==> src/rtl/xyzlab_pkg.sv <==
// ----------------------------------------------------------------------------
// xyzlab_pkg
// Shared constants, types and helpers for the XYZ to CIELAB converter.
// ----------------------------------------------------------------------------
package xyzlab_pkg;

	localparam int FRAC_BITS   = 20;
	localparam int CH_W        = 16;
	localparam int T_W         = 23;                 // ratio, Q3.20 saturated at 4.0
	localparam int Q_W         = 22;                 // unsaturated quotient bits
	localparam int CBRT_W      = 21;                 // cube root of t * 2^40
	localparam int DIV_PER_STG = 2;
	localparam int DIV_STAGES  = Q_W / DIV_PER_STG;
	localparam int CBRT_STAGES = CBRT_W;
	localparam int POST_STAGES = 5;
	localparam int PIPE_LAT    = DIV_STAGES + CBRT_STAGES + POST_STAGES;

	localparam logic [T_W-1:0] RATIO_MAX = T_W'(4 << FRAC_BITS);
	// t * 24389 <= 216 * 2^20  <=>  t <= 9286
	localparam logic [T_W-1:0] ETA_T_MAX = T_W'(9286);

	localparam logic [1:0] REG_WHITE_X = 2'd0;
	localparam logic [1:0] REG_WHITE_Y = 2'd1;
	localparam logic [1:0] REG_WHITE_Z = 2'd2;

	localparam logic [CH_W-1:0] WHITE_X_RST = 16'd15572;
	localparam logic [CH_W-1:0] WHITE_Y_RST = 16'd16384;
	localparam logic [CH_W-1:0] WHITE_Z_RST = 16'd17839;

	typedef struct packed {
		logic [T_W-1:0]    t;
		logic [CBRT_W-1:0] c;
	} chan_t;

	// one restoring division step; r < w on entry, returns {qbit, r_next}
	function automatic logic [CH_W:0] div_step(input logic [CH_W-1:0] r,
		input logic [CH_W-1:0] w, input logic b);
		logic [CH_W:0] sh;
		logic [CH_W:0] df;
		sh = {r, b};
		df = sh - {1'b0, w};
		if (sh >= {1'b0, w}) begin
			div_step = {1'b1, df[CH_W-1:0]};
		end else begin
			div_step = {1'b0, sh[CH_W-1:0]};
		end
	endfunction

endpackage

==> src/rtl/xyzlab_div.sv <==
// ----------------------------------------------------------------------------
// xyzlab_div
// Pipelined restoring divider: t = min(floor(c * 2^20 / w), 4.0), two
// quotient bits per stage.
// ----------------------------------------------------------------------------
module xyzlab_div
	import xyzlab_pkg::*;
(
	input  logic            clk,
	input  logic            en,
	input  logic [CH_W-1:0] c,
	input  logic [CH_W-1:0] w,
	output logic [T_W-1:0]  t
);

	logic [CH_W-1:0] r_s   [1:DIV_STAGES];
	logic [Q_W-1:0]  q_s   [1:DIV_STAGES];
	logic [CH_W-1:0] w_s   [1:DIV_STAGES];
	logic            sat_s [1:DIV_STAGES];

	logic            sat0;
	logic [CH_W:0]   st_a;
	logic [CH_W:0]   st_b;

	// c >= 4w (or w == 0) means the ratio reaches 4.0; otherwise bits 35..22 of the quotient are zero
	always_comb begin
		sat0 = (w == '0) || ({2'b00, c} >= {w, 2'b00});
		st_a = div_step({2'b00, c[CH_W-1:2]}, w, c[1]);
		st_b = div_step(st_a[CH_W-1:0], w, c[0]);
	end

	always_ff @(posedge clk) begin
		if (en) begin
			r_s[1]   <= st_b[CH_W-1:0];
			q_s[1]   <= {{(Q_W-2){1'b0}}, st_a[CH_W], st_b[CH_W]};
			w_s[1]   <= w;
			sat_s[1] <= sat0;
		end
	end

	for (genvar k = 2; k <= DIV_STAGES; k++) begin : g_stg
		logic [CH_W:0] sa;
		logic [CH_W:0] sb;
		always_comb begin
			sa = div_step(r_s[k-1], w_s[k-1], 1'b0);
			sb = div_step(sa[CH_W-1:0], w_s[k-1], 1'b0);
		end
		always_ff @(posedge clk) begin
			if (en) begin
				r_s[k]   <= sb[CH_W-1:0];
				q_s[k]   <= {q_s[k-1][Q_W-3:0], sa[CH_W], sb[CH_W]};
				w_s[k]   <= w_s[k-1];
				sat_s[k] <= sat_s[k-1];
			end
		end
	end

	assign t = sat_s[DIV_STAGES] ? RATIO_MAX : {1'b0, q_s[DIV_STAGES]};

endmodule

==> config.mk <==
export PLATFORM = sky130hd
export DESIGN_NAME = xyzlab_div
export DESIGN_NICKNAME = d
export VERILOG_FILES = /design/src/rtl/xyzlab_pkg.sv /design/src/rtl/xyzlab_div.sv
export SDC_FILE = /design/constraint.sdc
export NUM_CORES = 1
export LEC_CHECK = 0
export BUFFER_PORTS_ARGS = -buffer_cell sky130_fd_sc_hd__buf_2
export CORE_ASPECT_RATIO = 0.9
export CORE_UTILIZATION = 45
export DETAILED_ROUTE_END_ITERATION = 10
export GPL_TIMING_DRIVEN = 0
export PLACE_DENSITY_LB_ADDON = 0.05
export SLEW_MARGIN = 20
export SYNTH_ARGS = -nofsm -noshare
export SYNTH_HDL_FRONTEND = slang
export SYNTH_SLANG_ARGS = --single-unit
==> constraint.sdc <==
create_clock -name clk -period 6.8 [get_ports clk]
set_input_delay 1.36 -clock clk [delete_from_list [all_inputs] [get_ports clk]]
set_output_delay 1.36 -clock clk [all_outputs]
set_load 0.05 [all_outputs]
==> results.py <==
metrics = {
    "timing": {
        "min_period_over_period_pct": 96.2,
        "fin_crit_ns": 6.54,
        "relSlewSlack_pct": 29.2,
        "maxSlewViolCount": 0,
        "setup_viol": 0,
        "setup_tns_ns": 0,
        "fin_worst_skew_ns": 0.0218,
        "fmax_mhz": 153,
        "worstMarginPinSlew_ns": 1.05,
        "hold_viol_final": 0,
        "setup_ws_ns": 0.257,
        "rsz0062_at_grt": "false",
    },
    "final_layout": {
        "layout.area.seq_mm2": 0.0139,
        "final_nets": 3864,
        "area_growth_pct": 9.98,
        "antenna_cells": 0,
        "multi_input_area_mm2": 0.0193,
        "drive_gt1_share_pct": 12.4,
        "n_fill_cell": 7032,
    },
    "route": {
        "wirelength_mm": 91.1,
        "ant_nets": 0,
        "vias": 26100,
        "first_iter_violations": 1846,
        "vias_per_cell": 5.76,
        "route.detailed.drc": 0,
        "routedWlPerCell_um": 20.1,
        "first_pass_iters": 7,
    },
    "placement": {
        "portBuffers": 56,
        "routabilityCongestion": 0.883,
        "dpl.hpwl_mm": 72.8,
        "post-place-ws_ns": -0.606,
    },
    "synth": {
        "synth_ff_type": "edfxtp_1",
        "synth_area_mm2": 0.0346,
        "syn_area_per_cell_um2": 10.3,
        "ys.warnings.count": 0,
        "synth_fp_nets": 3751,
        "synth_edf_count": 463,
        "async_flop_share_pct": 0,
        "synth_seq_cells": 463,
        "seq_area_frac_synth_pct": 40.2,
        "synthDistinctLibCells": 96,
        "postSynthCellCount": 3350,
    },
    "critical_path": {
        "crit_path_max_incr_delay_ns": 0.43,
        "worst_path_max_delay_cell": "fa_1",
        "crit_top_cell": "buf_2",
        "crit_fanout": 10,
        "crit_chain": "buf_2 -> ha_1 -> inv_1 -> fa_1 -> a211oi_1 -> o211ai_1 -> and2_1 -> o211ai_1 -> o21ai_2 -> clkbuf_2 -> o21ai_1 -> ha_1 -> o21a_1 -> o31a_1 -> o31ai_2 -> a21oi_1 -> a41o_1 -> o41a_1 -> a21o_1 -> buf_2 -> buf_2 -> mux2_2",
        "end_kind": "register",
        "r2r_start": "w_s[1][17]",
        "critPathArrivalTime_ns": 6.88,
        "required_ns": 7.13,
        "crit_path_start": "w[0]",
        "critPathKind": "input pin to register",
        "start_kind": "input pin",
    },
    "worst_hold_path": {
        "hp-start": "q_s[0][135]",
        "hp-class": "register to register",
    },
    "clock_network": {
        "cts_buffers": 51,
        "cts_tree": "yes",
        "clockRootBuffer": "clkbuf_16",
        "holdBufCountCts": 0,
        "insertion_delay_ns": 0.60,
        "clock_sinks": 463,
        "cts_buffer_depth": 3,
        "clk_pin_slew_ns": 0.06,
        "cts_setup_buffers": 0,
        "htree_levels": 2,
    },
    "die": {
        "coreArea_mm2": 0.0762,
        "fp.dieW_um": 294,
        "rows": 96,
        "die_y_um": 265,
        "die_area_mm2": 0.0779,
        "start_util_pct": 45.4,
        "io_pins": 57,
    },
    "global_route": {
        "grt_use_total_pct": 23.1,
        "grt_overflow_total": 0,
        "grt_pass1_vias": 25200,
        "grt_max_degree": 109,
        "antenna_found_initial": 4,
        "grt_pass1_wl_mm": 142,
    },
    "run": {
        "drv_cap": 0,
    },
    "run_status": {
        "status": "complete, no violations",
    },
}
## cells by family after synthesis
| kind of cell | after synthesis | synth area share (%) |
|---|---|---|
| compound gates | 913 | 17.6 |
| xor+xnor | 233 | 5.90 |
| fa+ha+maj | 367 | 13.5 |
| buf+inv | 333 | 3.90 |
| flops | 463 | 40.2 |
| mux | 218 | 7.16 |
| simple gates | 823 | 11.6 |
## flip-flops by register name (all words and copies together), names as in the netlist
name,count
r_s,160
w_s,160
q_s,132
sat_s,11
## cell usage in the layout (no fill, tap or decap), drive strengths merged, types with 28 or more instances in the layout
cell,instances
nand3,47
nand2,222
and2,28
mux2,196
xnor2,155
o21bai,39
a211oi,36
nor3,72
buf,91
inv,271
clkbuf,94
xor2,78
nor2b,59
ha,355
nand4,45
o21ai,182
a21o,89
a21oi,239
o21a,76
or2,30
nor2,208
edfxtp,463
## layer usage
| metal | wire length (um) | up-vias | track usage, % | part of all wire (%) |
|---|---|---|---|---|
| li1 | - | 12800 | - | - |
| met1 | 46600 | 12600 | 35.6 | 51 |
| met2 | 38900 | 639 | 34.7 | 43 |
| met3 | 4220 | 89 | 2.35 | 4.6 |
| met4 | 1420 | 0 | 4.60 | 1.6 |
| met5 | 0 | - | 0 | 0 |
## stage by stage
stage                     utilization (%)  instances  instance area, um^2  hold WS [ns]
after global placement               47.4       4435                36100         0.400
after global routing                 49.9       4531                38000         0.424
after detailed placement             47.6       4439                36200         0.405
final                                49.9       4531                38000         0.414
after CTS                            49.9       4531                38000         0.417
after floorplan                         -       3350                34600         0.400
## critical path: cells and delay by family
| kind | cells | cell delay [ns] |
|---|---|---|
| AOI/OAI and AO/OA | 12 | 3.07 |
| adders and majority gates | 3 | 0.98 |
| muxes | 1 | 0.30 |
| buffers and inverters | 5 | 0.91 |
| and+or+nand+nor | 1 | 0.23 |
## final timing paths
kind / to / slack (ns) / cells after the start
worst max-delay path: r_s[0][30] / 0.26 / 22
worst min-delay path: q_s[0][159] / 0.41 / 0
worst max register to register: r_s[0][73] / 0.49 / 22
worst min register to register: q_s[0][159] / 0.41 / 0
## final cells by class
type                       count  share of cell area [%]
buffer                        65                   0.902
clock buffer                  60                    3.56
clock inverter                32                    1.02
inverter                     268                    2.65
multi-input combinational   2554                    50.9
sequential                   463                    36.6
tap                         1029                    3.39
timing repair buffer          60                    1.05
## repair_timing
| action | CTS | global route |
|---|---|---|
| hold endpoints to repair | 0 | 0 |
| endpoints found under the setup margin | 0 | 32 |
| resized for setup | 0 | 10 |
## cell usage after synthesis, drive strengths merged, types with 30 or more instances
cell type  instances  area share (%)
a21oi            239             3.5
o21a              76             1.7
edfxtp           463              40
o21ai            182             2.7
nor3              72             1.0
nor2             208             2.3
nand3             47            0.68
mux2             196             6.5
nand2            222             2.4
a21o              89             1.9
xor2              78             2.0
or2               30            0.54
xnor2            155             3.9
nor2b             59             1.1
nand4             45            0.83
o21bai            39            0.85
clkbuf            34            0.37
buf               31            0.61
inv              268             2.9
a211oi            36            0.78
ha               355              13
Power is left out: the tool's default activity adds up to more than one toggle a clock period on the data nets, which glitch-free logic cannot reach.
